==> config.mk <==
export PLATFORM = sky130hd
export DESIGN_NAME = asrl_cfg
export DESIGN_NICKNAME = d
export VERILOG_FILES = /design/src/design/asrl_pkg.sv /design/src/design/asrl_cfg.sv
export SDC_FILE = /design/constraint.sdc
export NUM_CORES = 1
export LEC_CHECK = 0
export BUFFER_PORTS_ARGS = -buffer_cell sky130_fd_sc_hd__buf_2
export CAP_MARGIN = 40
export CELL_PAD_IN_SITES_DETAIL_PLACEMENT = 0
export CELL_PAD_IN_SITES_GLOBAL_PLACEMENT = 1
export CORE_ASPECT_RATIO = 0.7
export CORE_UTILIZATION = 42
export CTS_BUF_LIST = sky130_fd_sc_hd__clkbuf_4 sky130_fd_sc_hd__clkbuf_8
export CTS_CLUSTER_SIZE = 8
export DETAILED_ROUTE_END_ITERATION = 6
export GPL_ROUTABILITY_DRIVEN = 0
export PLACE_DENSITY = 0.87
export SETUP_SLACK_MARGIN = 0.3
export SLEW_MARGIN = 10
export SYNTH_ARGS = -nofsm -noshare
export SYNTH_HDL_FRONTEND = slang
export SYNTH_SLANG_ARGS = --single-unit
==> constraint.sdc <==
create_clock -name clk_i -period 0.83 [get_ports clk_i]
set_input_delay 0.0415 -clock clk_i [delete_from_list [all_inputs] [get_ports clk_i]]
set_output_delay 0.0415 -clock clk_i [all_outputs]
set_load 0.05 [all_outputs]
==> src/design/asrl_pkg.sv <==
// Shared types, register codes and arithmetic helpers of the actuator slew-rate limiter.
package asrl_pkg;

  localparam logic signed [15:0] CMD_ONE     = 16'sd16384;
  localparam logic        [14:0] THRUST_ONE  = 15'd16384;
  localparam int unsigned        CFG_IDX_W   = 2;
  localparam int unsigned        CFG_DATA_W  = 16;

  localparam logic signed [15:0] ANGLE_MIN_RST   = -16'sd2458;
  localparam logic signed [15:0] ANGLE_MAX_RST   = 16'sd2458;
  localparam logic        [14:0] ANGLE_STEP_RST  = 15'd172;
  localparam logic        [14:0] THRUST_STEP_RST = 15'd164;

  typedef enum logic [CFG_IDX_W-1:0] {
    REG_ANGLE_MIN   = 2'd0,
    REG_ANGLE_MAX   = 2'd1,
    REG_ANGLE_STEP  = 2'd2,
    REG_THRUST_STEP = 2'd3
  } cfg_reg_e;

  typedef struct packed {
    logic signed [15:0] angle_min;
    logic signed [15:0] angle_max;
    logic        [14:0] angle_step_max;
    logic        [14:0] thrust_step_max;
  } cfg_t;

  typedef struct packed {
    logic signed [15:0] pitch_cmd;
    logic signed [15:0] yaw_cmd;
    logic signed [15:0] roll_cmd;
    logic        [14:0] thrust_cmd;
    logic               trigger_in;
    logic               alive;
  } cmd_t;

  typedef struct packed {
    logic signed [15:0] elevator;
    logic signed [15:0] rudder;
    logic signed [15:0] aileron;
    logic        [14:0] thrust;
    logic               trigger;
    logic               alive;
  } tgt_t;

  typedef struct packed {
    logic signed [15:0] elevator_angle;
    logic signed [15:0] rudder_angle;
    logic signed [15:0] aileron_angle;
    logic        [14:0] thrust_level;
    logic               gunfire;
  } res_t;

  function automatic logic signed [15:0] sat_cmd(input logic signed [15:0] c);
    logic signed [15:0] r;
    if (c > CMD_ONE) begin
      r = CMD_ONE;
    end else if (c < -CMD_ONE) begin
      r = -CMD_ONE;
    end else begin
      r = c;
    end
    return r;
  endfunction

  function automatic logic [14:0] sat_thrust(input logic [14:0] c);
    return (c > THRUST_ONE) ? THRUST_ONE : c;
  endfunction

  // (lo + hi + cmd*(hi - lo)) / 2 with cmd in Q1.14, rounded half up, saturated to 16 bits
  function automatic logic signed [15:0] map_angle(input logic signed [15:0] cmd,
                                                   input logic signed [15:0] lo,
                                                   input logic signed [15:0] hi);
    logic signed [16:0] sum;
    logic signed [16:0] dif;
    logic signed [32:0] prod;
    logic signed [33:0] num;
    logic signed [18:0] t;
    logic signed [15:0] r;
    sum  = {lo[15], lo} + {hi[15], hi};
    dif  = {hi[15], hi} - {lo[15], lo};
    prod = cmd * dif;
    num  = {{3{sum[16]}}, sum, 14'd0} + {prod[32], prod} + 34'sd16384;
    t    = num[33:15];
    if (t > 19'sd32767) begin
      r = 16'sh7fff;
    end else if (t < -19'sd32768) begin
      r = 16'sh8000;
    end else begin
      r = t[15:0];
    end
    return r;
  endfunction

  function automatic logic signed [15:0] slew_angle(input logic signed [15:0] held,
                                                    input logic signed [15:0] tgt,
                                                    input logic        [14:0] step);
    logic signed [16:0] d;
    logic signed [16:0] s;
    logic signed [16:0] c;
    logic signed [16:0] r;
    d = {tgt[15], tgt} - {held[15], held};
    s = {2'b00, step};
    if (d > s) begin
      c = s;
    end else if (d < -s) begin
      c = -s;
    end else begin
      c = d;
    end
    r = {held[15], held} + c;
    return r[15:0];
  endfunction

  function automatic logic [14:0] slew_thrust(input logic [14:0] held,
                                              input logic [14:0] tgt,
                                              input logic [14:0] step);
    logic signed [15:0] d;
    logic signed [15:0] s;
    logic signed [15:0] c;
    logic signed [15:0] r;
    d = {1'b0, tgt} - {1'b0, held};
    s = {1'b0, step};
    if (d > s) begin
      c = s;
    end else if (d < -s) begin
      c = -s;
    end else begin
      c = d;
    end
    r = {1'b0, held} + c;
    return r[14:0];
  endfunction

endpackage

==> src/design/asrl_cfg.sv <==
// Configuration register file: deflection range and per-tick step limits.
module asrl_cfg (
  input  logic                                clk_i,
  input  logic                                rst_ni,
  input  logic                                cfg_we_i,
  input  logic [asrl_pkg::CFG_IDX_W-1:0]      cfg_idx_i,
  input  logic [asrl_pkg::CFG_DATA_W-1:0]     cfg_wdata_i,
  output asrl_pkg::cfg_t                      cfg_o
);
  import asrl_pkg::*;

  cfg_t cfg_q;
  cfg_t cfg_d;

  always_comb begin
    cfg_d = cfg_q;
    if (cfg_we_i) begin
      unique case (cfg_reg_e'(cfg_idx_i))
        REG_ANGLE_MIN:   cfg_d.angle_min       = cfg_wdata_i;
        REG_ANGLE_MAX:   cfg_d.angle_max       = cfg_wdata_i;
        REG_ANGLE_STEP:  cfg_d.angle_step_max  = cfg_wdata_i[14:0];
        REG_THRUST_STEP: cfg_d.thrust_step_max = cfg_wdata_i[14:0];
        default:         cfg_d = cfg_q;
      endcase
    end
  end

  always_ff @(posedge clk_i or negedge rst_ni) begin
    if (!rst_ni) begin
      cfg_q.angle_min       <= ANGLE_MIN_RST;
      cfg_q.angle_max       <= ANGLE_MAX_RST;
      cfg_q.angle_step_max  <= ANGLE_STEP_RST;
      cfg_q.thrust_step_max <= THRUST_STEP_RST;
    end else begin
      cfg_q <= cfg_d;
    end
  end

  assign cfg_o = cfg_q;

endmodule

* After elaboration in Yosys (flattened, before gate mapping)
Cells that the tools add are included.
W data, S select, Z words.
** Storage, ports and cells
- Word-level logic and storage cells :: 12
- Memory bits (writable) :: 0
- Register bits after elaboration :: 62
- Bits in latches :: 0
- Output and inout port bits :: 62
- Memories :: 0
- Memory bits (read-only) :: 0
** Cells by class
- $lt $le $gt $ge :: 0
- Equal/unequal tests :: 3
- Bitwise gates (word level) :: 0
- Multiplexer cells :: 0
- Shift-type cells :: 0
- Reduce and logical (&&, ||, !) cells :: 5
- $add $sub $neg :: 0
- Div/mod/pow operators :: 0
- $mul :: 0
** Operator list (number)
- $reduce_and A2 Y1 :: 4
- $eq A2 B2 Y1 const B :: 2
- $eq A2 B1 Y1 const B :: 1
- $logic_not A2 Y1 :: 1

* Longest topological paths before layout
- Depth in word-level cells :: 2
- Depth in mapped cells :: 3
- Mapped depth without buffers :: 2

* Least setup slack after synthesis
No wires, ideal clock.
- Path kind :: in2reg
- From :: input port cfg_idx_i[1] (netlist bit)
- To :: register cfg_q, in the netlist cfg_o[46]
- Path slack :: -165 ps
- Buffers on the path :: 1
- Cell stages on the path :: 3
- Arrival time :: 870 ps
- Cells stage by stage :: nor3b_4 buf_6 mux2_2
** On the way
- Word-level cells in the longest chain between the ends :: 2
** RTL lines
- start, declared :: RTL line asrl_cfg.sv:6 : input logic [asrl_pkg::CFG_IDX_W-1:0] cfg_idx_i,
- $logic_not A2 Y1 :: RTL line asrl_cfg.sv:18 : unique case (cfg_reg_e'(cfg_idx_i))
- $reduce_and A2 Y1 (no line)
- end signal, assigned :: RTL line asrl_cfg.sv:35 : cfg_q <= cfg_d;
- end, declared :: RTL line asrl_cfg.sv:12 : cfg_t cfg_q;
Every way passes these cells.
A chain may end at the register's enable or synchronous reset.

* Final worst setup path
- From :: register cfg_q, in the netlist cfg_o[20]
- To :: output port cfg_o[20] (netlist bit)
** RTL lines
- end, declared :: RTL line asrl_cfg.sv:8 : output asrl_pkg::cfg_t cfg_o
No word-level cell between the ends.

==> impl_metrics.env <==
export IMPL_clock_latency_ps=320
export IMPL_drt_iter0_drc=34
export IMPL_core_um2=5340
export IMPL_htreeDepth=3
export IMPL_max_stage_delay_ps=570
export IMPL_ys_top_cells_by_area="dfrtp_1 (41%), mux2_2 (29%), dfstp_2 (26%)"
export IMPL_critical_path_slowest_cell="dfstp_2"
export IMPL_dp_worst_setup_slack_ps=-253
export IMPL_hold_path_class="in -> async"
export IMPL_crit_chain="buf_8"
export IMPL_rsz0062_at_grt="yes"
export IMPL_combPwrFrac=0.438
export IMPL_crit_arrival_ps=1040
export IMPL_synth_warnings=0
export IMPL_cp_top_family="flip-flops"
export IMPL_grt_pass1_vias=1732
export IMPL_whs_ps=-277
export IMPL_clockPowerShare=0.194
export IMPL_wl_per_cell_um=17.9
export IMPL_critPathBufInv=1
export IMPL_start_kind="register"
export IMPL_grt_pass1_wl_mm=9.35
export IMPL_postRouteAntennaNets=0
export IMPL_finalHoldViolations=64
export IMPL_crit_required_ps=790
export IMPL_vias=1558
export IMPL_antenna_cells=0
export IMPL_synthDistinctLibCells=10
export IMPL_crit_fanout=2
export IMPL_fin_nets=270
export IMPL_vias_per_cell=4.78
export IMPL_synth_seq_cells=62
export IMPL_violations="negative hold slack, negative setup slack"
export IMPL_placed_area_um2=3250
export IMPL_clock_path_buffers=2
export IMPL_dieArea_um2=5950
export IMPL_critPathKind="reg -> out"
export IMPL_cts_tree="built"
export IMPL_worstSetupEndpointType="output port"
export IMPL_syn_num_nets=153
export IMPL_async_flop_share=1.00
export IMPL_max_slew_margin_rel=0.790
export IMPL_cts_buffers=9
export IMPL_tightest_slew_ps=315
export IMPL_largest_reg_flops=62
export IMPL_rows=22
export IMPL_synth_ff_type="dfrtp_1"
export IMPL_max_freq_mhz=923
export IMPL_synth_top_area_frac=0.412
export IMPL_p_sw_frac=0.370
export IMPL_antenna_found_initial=0
export IMPL_internal_power_mw=7.50
export IMPL_io_pins=83
export IMPL_start_util=0.443
export IMPL_p_switching_mw=4.40
export IMPL_grt_util_all_layers=0.213
export IMPL_fin_crit_ps=1080
export IMPL_p_leak_nw=2.01
export IMPL_numClockSinks=62
export IMPL_synth_edf_count=0
export IMPL_finalSetupViolCount=77
export IMPL_pwr_share_seq=0.368
export IMPL_slew_viol_final=0
export IMPL_cap_violations=0
export IMPL_synth_area_leader_cell="dfrtp_1"
export IMPL_p_total_mw=11.9
export IMPL_route_detailed_drc=0
export IMPL_syn_inst=132
export IMPL_finalCritPeriodShare=1.31
export IMPL_grt_max_degree=63
export IMPL_syn_area_um2=2370
export IMPL_max_vdd_ir_drop_mv=1.38
export IMPL_grt_overflow=0
export IMPL_yosysSeqAreaShare=0.668
export IMPL_avgSynthCellArea_um2=17.9
export IMPL_status="complete, but fails checks"
export IMPL_ys_top_cells_by_count="mux2_2 (62), dfrtp_1 (39), dfstp_2 (23)"
export IMPL_yosysMostFrequentCell="mux2_2"
export IMPL_clk_pin_slew_worst_paths_ps=60
export IMPL_chipHeight_um=64.8
export IMPL_skew_ps=0
export IMPL_drt_total_wl_mm=5.83
export IMPL_stdcell_area_um2=4150
export IMPL_drive_gt1_frac=1.00
export IMPL_fp_dieW_um=91.7
export IMPL_final_core_util=0.777
export IMPL_instances_no_fill=326
export IMPL_first_pass_iters=4
export IMPL_setup_tns_ps=-10600
export IMPL_dp_hpwl_mm=3.43
export IMPL_area_growth_pct=75.4
export IMPL_clock_root_buffer="clkbuf_8"
export IMPL_setup_ws_ps=-254
export IMPL_port_buffers=82
export IMPL_dp_cells=293
export IMPL_p_per_area_nw_per_um2=2870
-- logic make-up after synthesis --
group,count (synthesis),synth area share
simple gates,4,0.0217
flops,62,0.668
buf+inv,4,0.0159
mux,62,0.295
-- layout by cell type (no fill, tap or decap), drive strengths merged --
master and instances:
buf 110, dfrtp 39, clkbuf 12, mux2 62
clkinvlp 1, dfstp 23, nand3b 2, clkinv 3
nor3b 1, nand3 1
-- per-layer routing --
metal | up-vias | share of wire | track usage | wire length, um
met5 | - | 0 | 0 | 0
met4 | 0 | 0.015 | 0.0918 | 87
met3 | 7 | 0.024 | 0.0423 | 138
met2 | 36 | 0.51 | 0.348 | 3000
met1 | 814 | 0.45 | 0.280 | 2610
li1 | 701 | - | - | -
-- power groups by stage --
| stage | sequential [mW] | clock (mW) | combinational (mW) |
|---|---|---|---|
| 6_report | 4.38 | 2.31 | 5.21 |
| 5_1_grt | 4.44 | 2.51 | 5.38 |
| 4_1_cts | 4.35 | 2.37 | 5.05 |
| 3_5_place_dp | 4.17 | 0 | 3.89 |
| 3_3_place_gp | 4.16 | 0 | 3.85 |
| 2_1_floorplan | 6.26 | 0 | 0.867 |
-- what timing repair did --
item | 4_1_cts | 5_1_grt
resized for setup | 169 | 11
setup endpoints to repair | 124 | 124
hold endpoints to repair | 120 | 51
setup buffers | 11 | 6
-- worst paths after layout --
check                                       from                     to  slack [ps]  depth (start not counted)
max in group asynchronous                 rst_ni  cfg_o[60]$_DFFE_PN1P_         810                          2
min in group clk_i               cfg_wdata_i[15]  cfg_o[45]$_DFFE_PN0P_         -30                          2
setup reg to reg            cfg_o[2]$_DFFE_PN1P_   cfg_o[2]$_DFFE_PN1P_        -100                          3
setup / recovery           cfg_o[20]$_DFFE_PN1P_              cfg_o[20]        -250                          1
hold / removal                            rst_ni  cfg_o[25]$_DFFE_PN0P_        -280                          2
hold reg to reg            cfg_o[27]$_DFFE_PN0P_  cfg_o[27]$_DFFE_PN0P_         530                          1
-- area by class of cell --
class                   instances  area [um^2]
flip-flops and latches         62         1630
repair buffers                110         1260
fillers                       277         1190
multi-input cells              66          992
clock buffers                  12          153
well taps                      72         90.1
clock inverters                 4         22.5
No activity file was read; power rests on OpenSTA's default activity.
