==> config.mk <==
export PLATFORM = sky130hd
export DESIGN_NAME = asrl_slew
export DESIGN_NICKNAME = d
export VERILOG_FILES = /design/src/design/asrl_pkg.sv /design/src/design/asrl_slew.sv
export SDC_FILE = /design/constraint.sdc
export NUM_CORES = 1
export LEC_CHECK = 0
export BUFFER_PORTS_ARGS = -buffer_cell sky130_fd_sc_hd__buf_4
export CORE_MARGIN = 1.5
export CORE_UTILIZATION = 40
export DETAILED_ROUTE_END_ITERATION = 8
export GPL_TIMING_DRIVEN = 0
export MAX_ROUTING_LAYER = met4
export PLACE_DENSITY = 0.69
export SLEW_MARGIN = 20
export SYNTH_ARGS = -nofsm -noshare
export SYNTH_HDL_FRONTEND = slang
export SYNTH_SLANG_ARGS = --single-unit
==> constraint.sdc <==
create_clock -name clk_i -period 8.4 [get_ports clk_i]
set_input_delay 1.26 -clock clk_i [delete_from_list [all_inputs] [get_ports clk_i]]
set_output_delay 1.26 -clock clk_i [all_outputs]
set_load 0.01 [all_outputs]
==> src/design/asrl_pkg.sv <==
// Shared types, register codes and arithmetic helpers of the actuator slew-rate limiter.
package asrl_pkg;

  localparam logic signed [15:0] CMD_ONE     = 16'sd16384;
  localparam logic        [14:0] THRUST_ONE  = 15'd16384;
  localparam int unsigned        CFG_IDX_W   = 2;
  localparam int unsigned        CFG_DATA_W  = 16;

  localparam logic signed [15:0] ANGLE_MIN_RST   = -16'sd2458;
  localparam logic signed [15:0] ANGLE_MAX_RST   = 16'sd2458;
  localparam logic        [14:0] ANGLE_STEP_RST  = 15'd172;
  localparam logic        [14:0] THRUST_STEP_RST = 15'd164;

  typedef enum logic [CFG_IDX_W-1:0] {
    REG_ANGLE_MIN   = 2'd0,
    REG_ANGLE_MAX   = 2'd1,
    REG_ANGLE_STEP  = 2'd2,
    REG_THRUST_STEP = 2'd3
  } cfg_reg_e;

  typedef struct packed {
    logic signed [15:0] angle_min;
    logic signed [15:0] angle_max;
    logic        [14:0] angle_step_max;
    logic        [14:0] thrust_step_max;
  } cfg_t;

  typedef struct packed {
    logic signed [15:0] pitch_cmd;
    logic signed [15:0] yaw_cmd;
    logic signed [15:0] roll_cmd;
    logic        [14:0] thrust_cmd;
    logic               trigger_in;
    logic               alive;
  } cmd_t;

  typedef struct packed {
    logic signed [15:0] elevator;
    logic signed [15:0] rudder;
    logic signed [15:0] aileron;
    logic        [14:0] thrust;
    logic               trigger;
    logic               alive;
  } tgt_t;

  typedef struct packed {
    logic signed [15:0] elevator_angle;
    logic signed [15:0] rudder_angle;
    logic signed [15:0] aileron_angle;
    logic        [14:0] thrust_level;
    logic               gunfire;
  } res_t;

  function automatic logic signed [15:0] sat_cmd(input logic signed [15:0] c);
    logic signed [15:0] r;
    if (c > CMD_ONE) begin
      r = CMD_ONE;
    end else if (c < -CMD_ONE) begin
      r = -CMD_ONE;
    end else begin
      r = c;
    end
    return r;
  endfunction

  function automatic logic [14:0] sat_thrust(input logic [14:0] c);
    return (c > THRUST_ONE) ? THRUST_ONE : c;
  endfunction

  // (lo + hi + cmd*(hi - lo)) / 2 with cmd in Q1.14, rounded half up, saturated to 16 bits
  function automatic logic signed [15:0] map_angle(input logic signed [15:0] cmd,
                                                   input logic signed [15:0] lo,
                                                   input logic signed [15:0] hi);
    logic signed [16:0] sum;
    logic signed [16:0] dif;
    logic signed [32:0] prod;
    logic signed [33:0] num;
    logic signed [18:0] t;
    logic signed [15:0] r;
    sum  = {lo[15], lo} + {hi[15], hi};
    dif  = {hi[15], hi} - {lo[15], lo};
    prod = cmd * dif;
    num  = {{3{sum[16]}}, sum, 14'd0} + {prod[32], prod} + 34'sd16384;
    t    = num[33:15];
    if (t > 19'sd32767) begin
      r = 16'sh7fff;
    end else if (t < -19'sd32768) begin
      r = 16'sh8000;
    end else begin
      r = t[15:0];
    end
    return r;
  endfunction

  function automatic logic signed [15:0] slew_angle(input logic signed [15:0] held,
                                                    input logic signed [15:0] tgt,
                                                    input logic        [14:0] step);
    logic signed [16:0] d;
    logic signed [16:0] s;
    logic signed [16:0] c;
    logic signed [16:0] r;
    d = {tgt[15], tgt} - {held[15], held};
    s = {2'b00, step};
    if (d > s) begin
      c = s;
    end else if (d < -s) begin
      c = -s;
    end else begin
      c = d;
    end
    r = {held[15], held} + c;
    return r[15:0];
  endfunction

  function automatic logic [14:0] slew_thrust(input logic [14:0] held,
                                              input logic [14:0] tgt,
                                              input logic [14:0] step);
    logic signed [15:0] d;
    logic signed [15:0] s;
    logic signed [15:0] c;
    logic signed [15:0] r;
    d = {1'b0, tgt} - {1'b0, held};
    s = {1'b0, step};
    if (d > s) begin
      c = s;
    end else if (d < -s) begin
      c = -s;
    end else begin
      c = d;
    end
    r = {1'b0, held} + c;
    return r[14:0];
  endfunction

endpackage

==> src/design/asrl_slew.sv <==
// Slew stage: move each held channel toward its target by the step limit; drives the result.
module asrl_slew (
  input  logic              clk_i,
  input  logic              rst_ni,
  input  logic              tgt_valid_i,
  output logic              tgt_ready_o,
  input  asrl_pkg::tgt_t    tgt_i,
  input  asrl_pkg::cfg_t    cfg_i,
  output logic              out_valid_o,
  input  logic              out_ready_i,
  output asrl_pkg::res_t    res_o
);
  import asrl_pkg::*;

  logic               out_vld_q;
  logic signed [15:0] elev_q;
  logic signed [15:0] rud_q;
  logic signed [15:0] ail_q;
  logic        [14:0] thr_q;
  logic               fire_q;
  logic signed [15:0] elev_d;
  logic signed [15:0] rud_d;
  logic signed [15:0] ail_d;
  logic        [14:0] thr_d;
  logic               fire_d;
  logic               adv;
  logic               take;

  assign adv         = !out_vld_q || out_ready_i;
  assign take        = tgt_valid_i && adv;
  assign tgt_ready_o = adv;

  always_comb begin
    if (tgt_i.alive) begin
      elev_d = slew_angle(elev_q, tgt_i.elevator, cfg_i.angle_step_max);
      rud_d  = slew_angle(rud_q, tgt_i.rudder, cfg_i.angle_step_max);
      ail_d  = slew_angle(ail_q, tgt_i.aileron, cfg_i.angle_step_max);
      thr_d  = slew_thrust(thr_q, tgt_i.thrust, cfg_i.thrust_step_max);
      fire_d = tgt_i.trigger;
    end else begin
      // drop everything to zero while not alive
      elev_d = '0;
      rud_d  = '0;
      ail_d  = '0;
      thr_d  = '0;
      fire_d = 1'b0;
    end
  end

  // Held values double as the result register
  always_ff @(posedge clk_i or negedge rst_ni) begin
    if (!rst_ni) begin
      out_vld_q <= 1'b0;
      elev_q    <= '0;
      rud_q     <= '0;
      ail_q     <= '0;
      thr_q     <= '0;
      fire_q    <= 1'b0;
    end else begin
      if (adv) begin
        out_vld_q <= tgt_valid_i;
      end
      if (take) begin
        elev_q <= elev_d;
        rud_q  <= rud_d;
        ail_q  <= ail_d;
        thr_q  <= thr_d;
        fire_q <= fire_d;
      end
    end
  end

  assign out_valid_o          = out_vld_q;
  assign res_o.elevator_angle = elev_q;
  assign res_o.rudder_angle   = rud_q;
  assign res_o.aileron_angle  = ail_q;
  assign res_o.thrust_level   = thr_q;
  assign res_o.gunfire        = fire_q;

endmodule

=== Word-level counts from Yosys, hierarchy flattened ===
Cells that the tools add are included.
W data, S select, Z words.

* Magnitude comparators: 8
* Equal/unequal tests: 0
* Bitwise logic cells: 0
* Shift operators: 0
* Reductions and logical operators: 3
* Divide/modulo/power cells: 0
* Multipliers: 0
* Muxes and demuxes: 17
* $add $sub $neg: 10

{| class="wikitable"
|+ Operators with widths
! kind !! count
|-
| $mux W16 || 12
|-
| $mux W15 || 4
|-
| $gt A17 B16 Y1 || 3
|-
| $lt A17 B17 Y1 || 3
|-
| $sub A16 B16 Y17 || 3
|-
| $add A16 B16 Y16 || 3
|-
| $neg A15 Y17 || 1
|-
| $gt A16 B16 Y1 || 1
|-
| $lt A16 B16 Y1 || 1
|-
| $neg A15 Y16 || 1
|-
| $sub A15 B15 Y16 || 1
|-
| $add A15 B15 Y15 || 1
|-
| $logic_and A1 B1 Y1 || 1
|-
| $logic_not A1 Y1 || 1
|-
| $logic_or A1 B1 Y1 || 1
|-
| $mux W1 || 1
|}

* Bits in read-only memories: 0
* Output and inout port bits: 66
* Input port bits: 131
* RAM bits: 0
* Memories: 0
* Bits in latches: 0
* Logic and storage cells: 44
* Register bits: 65

=== Logic depth before layout (Yosys ltp) ===
Gate-level depths: netlist (run 1).

* Word-level depth: 7
* Gate-level depth with buffers: 36
* Mapped depth without buffers: 34

=== Least setup slack after synthesis (run 1) ===
No wires, ideal clock.

* Path kind: input -> register
* From: in cfg_i[16] (netlist bit)
* To: reg elev_q[15]
* Stages on the path: 31
* Buffers on the path: 4
* Library setup time: 0.126 ns
* Arrival: 7.314 ns
* Slack: 0.960 ns
* Data required time: 8.274 ns
* Cell sequence: inv_1 > ha_1 > clkbuf_1 > nand2_1 > nor3_2 > nand3_1 > or3_1 > clkbuf_1 > nor3_1 > xnor2_1 > ha_1 > a21o_1 > nand2_1 > a31oi_1 > a21oi_1 > clkbuf_1 > buf_1 > a21oi_1 > o22ai_1 > ha_1 > o21ai_0 > o21bai_1 > o31a_1 > a211o_1 > a21o_1 > a21oi_1 > o21ai_0 > a31oi_1 > xor2_1 > nor4_1 > a311o_1

* Word-level cells in the longest chain between the ends: 7
* Elaborated cells on any way between the ends: 8
* Those cells by class: add/sub (2); order compare (2); mux (4)

{| class="wikitable"
|+ RTL lines
! element !! line !! RTL
|-
| from (decl) || asrl_slew.sv:8 || <nowiki>input asrl_pkg::cfg_t cfg_i,</nowiki>
|-
| $neg A15 Y17 || asrl_pkg.sv:107 || <nowiki>c = -s;</nowiki>
|-
| $lt A17 B17 Y1 || asrl_pkg.sv:106 || <nowiki>end else if (d < -s) begin</nowiki>
|-
| $mux W16 || asrl_pkg.sv:106 ||
|-
| $mux W16 * || asrl_pkg.sv:104 || <nowiki>if (d > s) begin</nowiki>
|-
| $mux W16 * || asrl_slew.sv:34 || <nowiki>if (tgt_i.alive) begin</nowiki>
|-
| $add A16 B16 Y16 * || asrl_pkg.sv:111 || <nowiki>r = {held[15], held} + c;</nowiki>
|-
| $mux W16 * || asrl_slew.sv:34 ||
|-
| to (signal assigned) || asrl_slew.sv:64 || <nowiki>elev_q <= elev_d;</nowiki>
|-
| to (decl) || asrl_slew.sv:16 || <nowiki>logic signed [15:0] elev_q;</nowiki>
|}

Every way passes the cells marked *; elsewhere a longest branch is shown, timed or not. The select of a mux whose other input is x is not followed.
A chain may end at the register's enable or synchronous reset.

=== Worst setup path after layout (run 1) ===
* From: in cfg_i[16] (netlist bit)
* To: reg rud_q[15]

* Word-level cells in the longest chain between the ends: 7
* Elaborated cells on any way between the ends: 8
* Those cells by class: add/sub (2); order compare (2); mux (4)

{| class="wikitable"
|+ RTL lines
! element !! line !! RTL
|-
| $neg A15 Y17 || asrl_pkg.sv:107 ||
|-
| $lt A17 B17 Y1 || asrl_pkg.sv:106 ||
|-
| $mux W16 || asrl_pkg.sv:106 ||
|-
| $mux W16 * || asrl_pkg.sv:104 ||
|-
| $mux W16 * || asrl_slew.sv:34 ||
|-
| $add A16 B16 Y16 * || asrl_pkg.sv:111 ||
|-
| $mux W16 * || asrl_slew.sv:34 ||
|-
| to (signal assigned) || asrl_slew.sv:65 || <nowiki>rud_q <= rud_d;</nowiki>
|-
| to (decl) || asrl_slew.sv:17 || <nowiki>logic signed [15:0] rud_q;</nowiki>
|}

Marks and branches as above.

==> impl_metrics.py, run 1 <==
metrics = {
    "drt": {
        "drc_errors": 0,
        "wl_per_cell_um": 19.82,
        "firstDrtPassIters": 6,
        "via_per_inst": 5.783,
        "antenna_left": 0,
        "drt_iter0_drc": 1058,
        "wl_um": 43390,
        "via_count": 12660,
    },
    "critical_path": {
        "start_kind": "input pin",
        "cp-end-kind": "flop",
        "crit_fanout": 10,
        "arrival_ns": 8.44,
        "required_ns": 8.66,
        "rrSetupSlack_ns": 0.89,
        "slowest_stage": "nor2_1",
        "max_stage_delay_ns": 0.40,
        "criticalPathCategory": "in -> reg",
    },
    "clocking": {
        "htreeDepth": 3,
        "cts_root_buf": "clkbuf_16",
        "numCtsBuffers": 9,
        "cts.clk_slew.worst_paths_ns": 0.06,
        "cts_tree": "built",
        "clockBufferDepth": 2,
        "cts_sinks": 65,
        "ctsHoldBuffers": 0,
        "clk_latency_ns": 0.36,
    },
    "placement": {
        "dp_cells": 2172,
        "port_buffers": 158,
        "place_congestion": 1.032,
        "hpwlAfterDp_um": 35410,
    },
    "sta": {
        "rsz0062_at_grt": "true",
        "period_needed_ns": 8.179,
        "period_share_pct": 97.37,
        "finalSetupTns_ns": 0,
        "tightest_slew_ns": 0.9677,
        "hold_viol": 0,
        "fmax_mhz": 122.3,
        "drv_slew": 0,
        "fin_skew_ns": 0.01354,
        "slew_headroom_pct": 35.49,
        "final-setup-viol-count": 0,
    },
    "power_and_ir_drop": {
        "leakagePower_nw": 7.025,
        "seqPwrFrac_pct": 8.4,
        "p_sw_mw": 3.787,
        "p_clk_share_pct": 6.2,
        "p_int_mw": 3.231,
        "power_density_mw_per_mm2": 481.3,
        "combPwrFrac_pct": 85.4,
        "peakVddDrop_v": 0.0002465,
        "power.share.switching_pct": 53.96,
    },
    "floorplanning": {
        "die_w_um": 179.5,
        "core_sq_mm": 0.03059,
        "start_util_pct": 40.74,
        "dieArea_sq_mm": 0.03222,
        "num_io_pins": 197,
        "rows": 64,
        "dieHeight_um": 179.5,
    },
    "yosys": {
        "synth.avg_cell_area_sq_um": 7.701,
        "synth_warnings": 0,
        "syn_inst": 1618,
        "yosysSeqAreaShare_pct": 13.05,
        "synth_nets": 2013,
        "synth-edff-count": 0,
        "synth_area_sq_mm": 0.01246,
        "yosys.cell_types.count": 75,
        "async_reset_ff_share_pct": 100.0,
        "synth-seq-cells": 65,
        "ys.flop_type": "dfrtp_1",
    },
    "finish": {
        "insertedDiodeCount": 0,
        "final_cell_mix": "255 x ha_1, 161 x buf_4, 155 x a21oi_1",
        "area_growth_syn_to_layout_pct": 17.03,
        "nets": 2183,
        "final_common_cell": "ha_1",
        "drive_above_1_share_pct": 12.94,
        "finalNonFillerCells": 2189,
    },
    "global_route": {
        "grt_pass1_vias": 12040,
        "grt_overflow": 0,
        "grtUsageTotal_pct": 26.93,
        "grt_max_degree": 66,
        "antenna_found_initial": 0,
        "grt_pass1_wl_um": 66970,
    },
    "status": {
        "status": "finished clean",
    },
    "worst_hold_path": {
        "holdCritPathClass": "reg -> reg",
    },
    "run": {
        "drv_cap": 0,
    },
}
[stage by stage]
stage          hold WS, ns  instance area (sq um)  setup WS, ns  power, mW  util, %
2_1_floorplan       0.4510                  12460        0.9600      4.909        -
3_3_place_gp        0.4941                  14140        -1.110      6.286    46.23
3_5_place_dp        0.4981                  14140        -1.128      6.419    46.23
4_1_cts             0.5122                  14490       0.02504      6.911    47.38
5_1_grt             0.5475                  14580      -0.02369      7.718    47.67
6_report            0.5106                  14580        0.2207      7.019    47.67
[per-layer routing]
metal	part of all wire [%]	global-route usage (%)	vias to the layer above
met4	2.4	7.000	0
met2	46	43.55	456
met3	6.2	2.735	64
li1	-	-	6218
met1	46	35.83	5920
met5	0	-	-
[flip-flops by register name, indices dropped and copies added, names as in the netlist]
register,count
fire_q,1
rud_q,16
elev_q,16
out_valid_o,1
ail_q,16
thr_q,15
[logic make-up after synthesis]
logic type,synth area share [%]
AO/OA/AOI/OAI,26.28
adder cells (fa/ha/maj),26.99
XOR/XNOR,8.505
buffers and inverters,5.452
multiplexers,2.621
AND/OR/NAND/NOR,17.10
flip-flops,13.05
[final timing paths]
kind,start,endpoint,cells past startpoint
min in group asynchronous,rst_ni,rud_q[11]$_DFFE_PN0P_,1
setup / recovery,cfg_i[16],rud_q[15]$_DFFE_PN0P_,32
hold reg to reg,fire_q$_DFFE_PN0P_,fire_q$_DFFE_PN0P_,2
hold / removal,fire_q$_DFFE_PN0P_,fire_q$_DFFE_PN0P_,2
setup reg to reg,ail_q[0]$_DFFE_PN0P_,ail_q[14]$_DFFE_PN0P_,32
max in group asynchronous,rst_ni,elev_q[13]$_DFFE_PN0P_,1
[area by class of cell]
class	instances	area, sq um
clock buffers	9	225.2
multi-input cells	1374	10250
well taps	396	495.5
clock inverters	7	95.09
inverters	134	503.0
fillers	3059	16010
repair buffers	160	1201
flip-flops and latches	65	1627
plain buffers	44	188.9
[synthesized netlist by cell type (22+ instances only)]
library cell	number	area (sq um)
xor2_1	44	385.4
mux2i_1	27	270.3
nor3_1	37	185.2
inv_1	133	499.2
a31oi_1	22	137.6
clkbuf_1	37	138.9
xnor2_1	77	674.4
nand2b_1	30	187.7
a21o_1	55	412.9
nor2_1	80	300.3
a21oi_1	156	780.8
o21ai_0	136	680.7
nand3_1	36	180.2
ha_1	256	3203
o21a_1	23	172.7
nor2b_1	34	212.7
nand2_1	134	503.0
dfrtp_1	65	1627
[worst max-delay path: cells and delay by family]
| family | cells | cell delay (ns) |
|---|---|---|
| AOI/OAI and AO/OA | 13 | 2.50 |
| muxes | 1 | 0.13 |
| and+or+nand+nor | 9 | 2.20 |
| xor gates and xnor gates | 1 | 0.31 |
| buffers and inverters | 5 | 1.15 |
| adders and majority gates | 3 | 0.87 |
[power by group through the flow]
stage                     registers, mW  clock network (mW)  logic (mW)
after floorplan                   0.592                   0        4.32
after global placement            0.590                   0        5.70
after detailed placement          0.594                   0        5.82
after CTS                         0.588               0.439        5.88
after global routing              0.607               0.452        6.66
final                             0.588               0.434        6.00
[what timing repair did]
item / 4_1_cts / 5_1_grt
buffers inserted: 1 / 1
gates resized for setup: 11 / 24
pin swaps: 2 / 1
endpoints found under the setup margin: 16 / 13
Power figures use the tool's default switching activity.
==> inputs of run 2 (changes only) <==
--- a/config.mk
+++ b/config.mk
@@ -9,7 +9,7 @@
 export CORE_MARGIN = 1.5
 export CORE_UTILIZATION = 40
 export DETAILED_ROUTE_END_ITERATION = 8
-export GPL_TIMING_DRIVEN = 0
+export GPL_TIMING_DRIVEN = 1
 export MAX_ROUTING_LAYER = met4
 export PLACE_DENSITY = 0.69
 export SLEW_MARGIN = 20
==> constraint.sdc (replaced) <==
create_clock -name clk_i -period 8.1 [get_ports clk_i]
set_input_delay 1.215 -clock clk_i [delete_from_list [all_inputs] [get_ports clk_i]]
set_output_delay 1.215 -clock clk_i [all_outputs]
set_load 0.01 [all_outputs]
==> impl_metrics.py, run 2 (synthesized netlist as in run 1, its figures left out) <==
metrics = {
    "critical_path": {
        "slowest_stage": "a21oi_2",
        "start_kind": "input pin",
        "cp-end-kind": "flop",
        "crit_fanout": 7,
        "required_ns": 8.33,
        "criticalPathCategory": "in -> reg",
        "reg2regPathDepth": 30,
        "cpMostUsedCell": "a21oi_1",
        "max_stage_delay_ns": 0.39,
        "arrival_ns": 7.81,
    },
    "sta": {
        "final-setup-viol-count": 0,
        "drv_slew": 0,
        "slew_headroom_pct": 26.79,
        "rsz0062_at_grt": "false",
        "period_needed_ns": 7.581,
        "fmax_mhz": 131.9,
        "fin_hold_ws_ns": 0.5070,
        "tightest_slew_ns": 1.094,
        "period_share_pct": 93.60,
        "hold_viol": 0,
        "finalSetupTns_ns": 0,
        "fin_skew_ns": 0.006596,
    },
    "clocking": {
        "cts.clk_slew.worst_paths_ns": 0.07,
        "cts_tree": "built",
        "cts_root_buf": "clkbuf_16",
        "clk_latency_ns": 0.35,
        "clockBufferDepth": 2,
        "htreeDepth": 3,
        "cts_sinks": 65,
        "numCtsBuffers": 9,
    },
    "power_and_ir_drop": {
        "peakVddDrop_v": 0.0002160,
        "finalPower_mw": 7.247,
        "power_density_mw_per_mm2": 494.3,
        "leakagePower_nw": 7.119,
    },
    "finish": {
        "final_common_cell": "ha_1",
        "insertedDiodeCount": 0,
        "final_cell_mix": "256 x ha_1, 201 x buf_4, 155 x a21oi_1",
        "nets": 2181,
        "largestRegisters": "ail_q x16, elev_q x16, rud_q x16",
        "drive_above_1_share_pct": 14.18,
        "fillers": 3050,
        "area_growth_syn_to_layout_pct": 17.66,
    },
    "floorplanning": {
        "core_sq_mm": 0.03059,
        "dieHeight_um": 179.5,
        "die_w_um": 179.5,
        "dieArea_sq_mm": 0.03222,
        "num_io_pins": 197,
        "rows": 64,
        "start_util_pct": 40.74,
    },
    "drt": {
        "drc_errors": 0,
        "via_count": 12440,
        "drt_iter0_drc": 775,
        "wl_um": 39500,
        "antenna_left": 0,
        "firstDrtPassIters": 5,
        "wl_per_cell_um": 18.06,
        "via_per_inst": 5.689,
    },
    "status": {
        "status": "finished clean",
    },
    "global_route": {
        "grt_max_degree": 84,
        "antenna_found_initial": 0,
        "grt_overflow": 0,
        "grtUsageTotal_pct": 24.79,
        "grt_pass1_vias": 12170,
        "grt_pass1_wl_um": 62730,
    },
    "placement": {
        "port_buffers": 164,
        "hpwlAfterDp_um": 32580,
        "place_congestion": 0.9726,
    },
    "run": {
        "drv_cap": 0,
    },
    "worst_hold_path": {
        "holdCritPathClass": "reg -> reg",
        "min_delay_path_depth": 2,
    },
}
run 2: cell types whose count changed in the layout (fill, tap and decap cells not counted), sizes merged:
cell,before,now
clkbuf,45,9
buf,168,202
inv,133,138
clkinv,5,1
bufinv,2,1
run 2: final cells by class:
class	count	area, sq um	share of cell area, %
Sequential cell	65	1627	11.09
Inverter	134	503.0	3.431
Timing Repair Buffer	202	1529	10.43
Multi-Input combinational cell	1374	10200	69.56
Clock buffer	9	225.2	1.536
Tap cell	396	495.5	3.379
Clock inverter	7	83.83	0.5718
run 2: timing repair:
item | in CTS | in global routing
hold buffers | 0 | 0
setup endpoints to repair | 0 | 4
setup buffers | 0 | 1
resized for setup | 0 | 4
run 2: through the flow:
step                      worst slack, ns  instances  utilization [%]  instance area (sq um)
final                              0.5187       2187            47.93                  14660
after global routing             0.009628       2187            47.93                  14660
after CTS                          0.4487       2186            47.82                  14630
after detailed placement           0.1002       2170            46.81                  14320
after global placement             0.1961       2170            46.81                  14320
after floorplan                    0.7050       1618                -                  12460
run 2: worst paths after layout:
check                                    endpoint                   from  slack (ns)
min                            fire_q$_DFFE_PN0P_     fire_q$_DFFE_PN0P_        0.51
max reg2reg                elev_q[15]$_DFFE_PN0P_  elev_q[4]$_DFFE_PN0P_        1.05
min in group asynchronous   rud_q[10]$_DFFE_PN0P_                 rst_ni        0.99
max                        elev_q[15]$_DFFE_PN0P_              tgt_i[49]        0.52
max in group asynchronous   thr_q[10]$_DFFE_PN0P_                 rst_ni        6.47
min reg2reg                    fire_q$_DFFE_PN0P_     fire_q$_DFFE_PN0P_        0.51
run 2: power breakdown:
| group | internal [mW] | switching, mW |
|---|---|---|
| registers | 0.447 | 0.159 |
| logic | 2.71 | 3.50 |
| clock network | 0.245 | 0.187 |
| total | 3.40 | 3.85 |
run 2: layer usage:
metal  part of all wire (%)  track usage [%]  vias up
li1                       -                -     6220
met1                     46            32.36     5787
met2                     45            38.80      357
met3                    5.5            3.444       78
met4                    3.6            9.400        0
met5                      0                -        -
run 2: worst max-delay path: cells and delay by family:
family	cells	cell delay, ns
xor gates and xnor gates	2	0.61
adders and majority gates	4	1.05
AOI/OAI and AO/OA	20	4.37
and+or+nand+nor	4	0.37
buffers and inverters	2	0.19
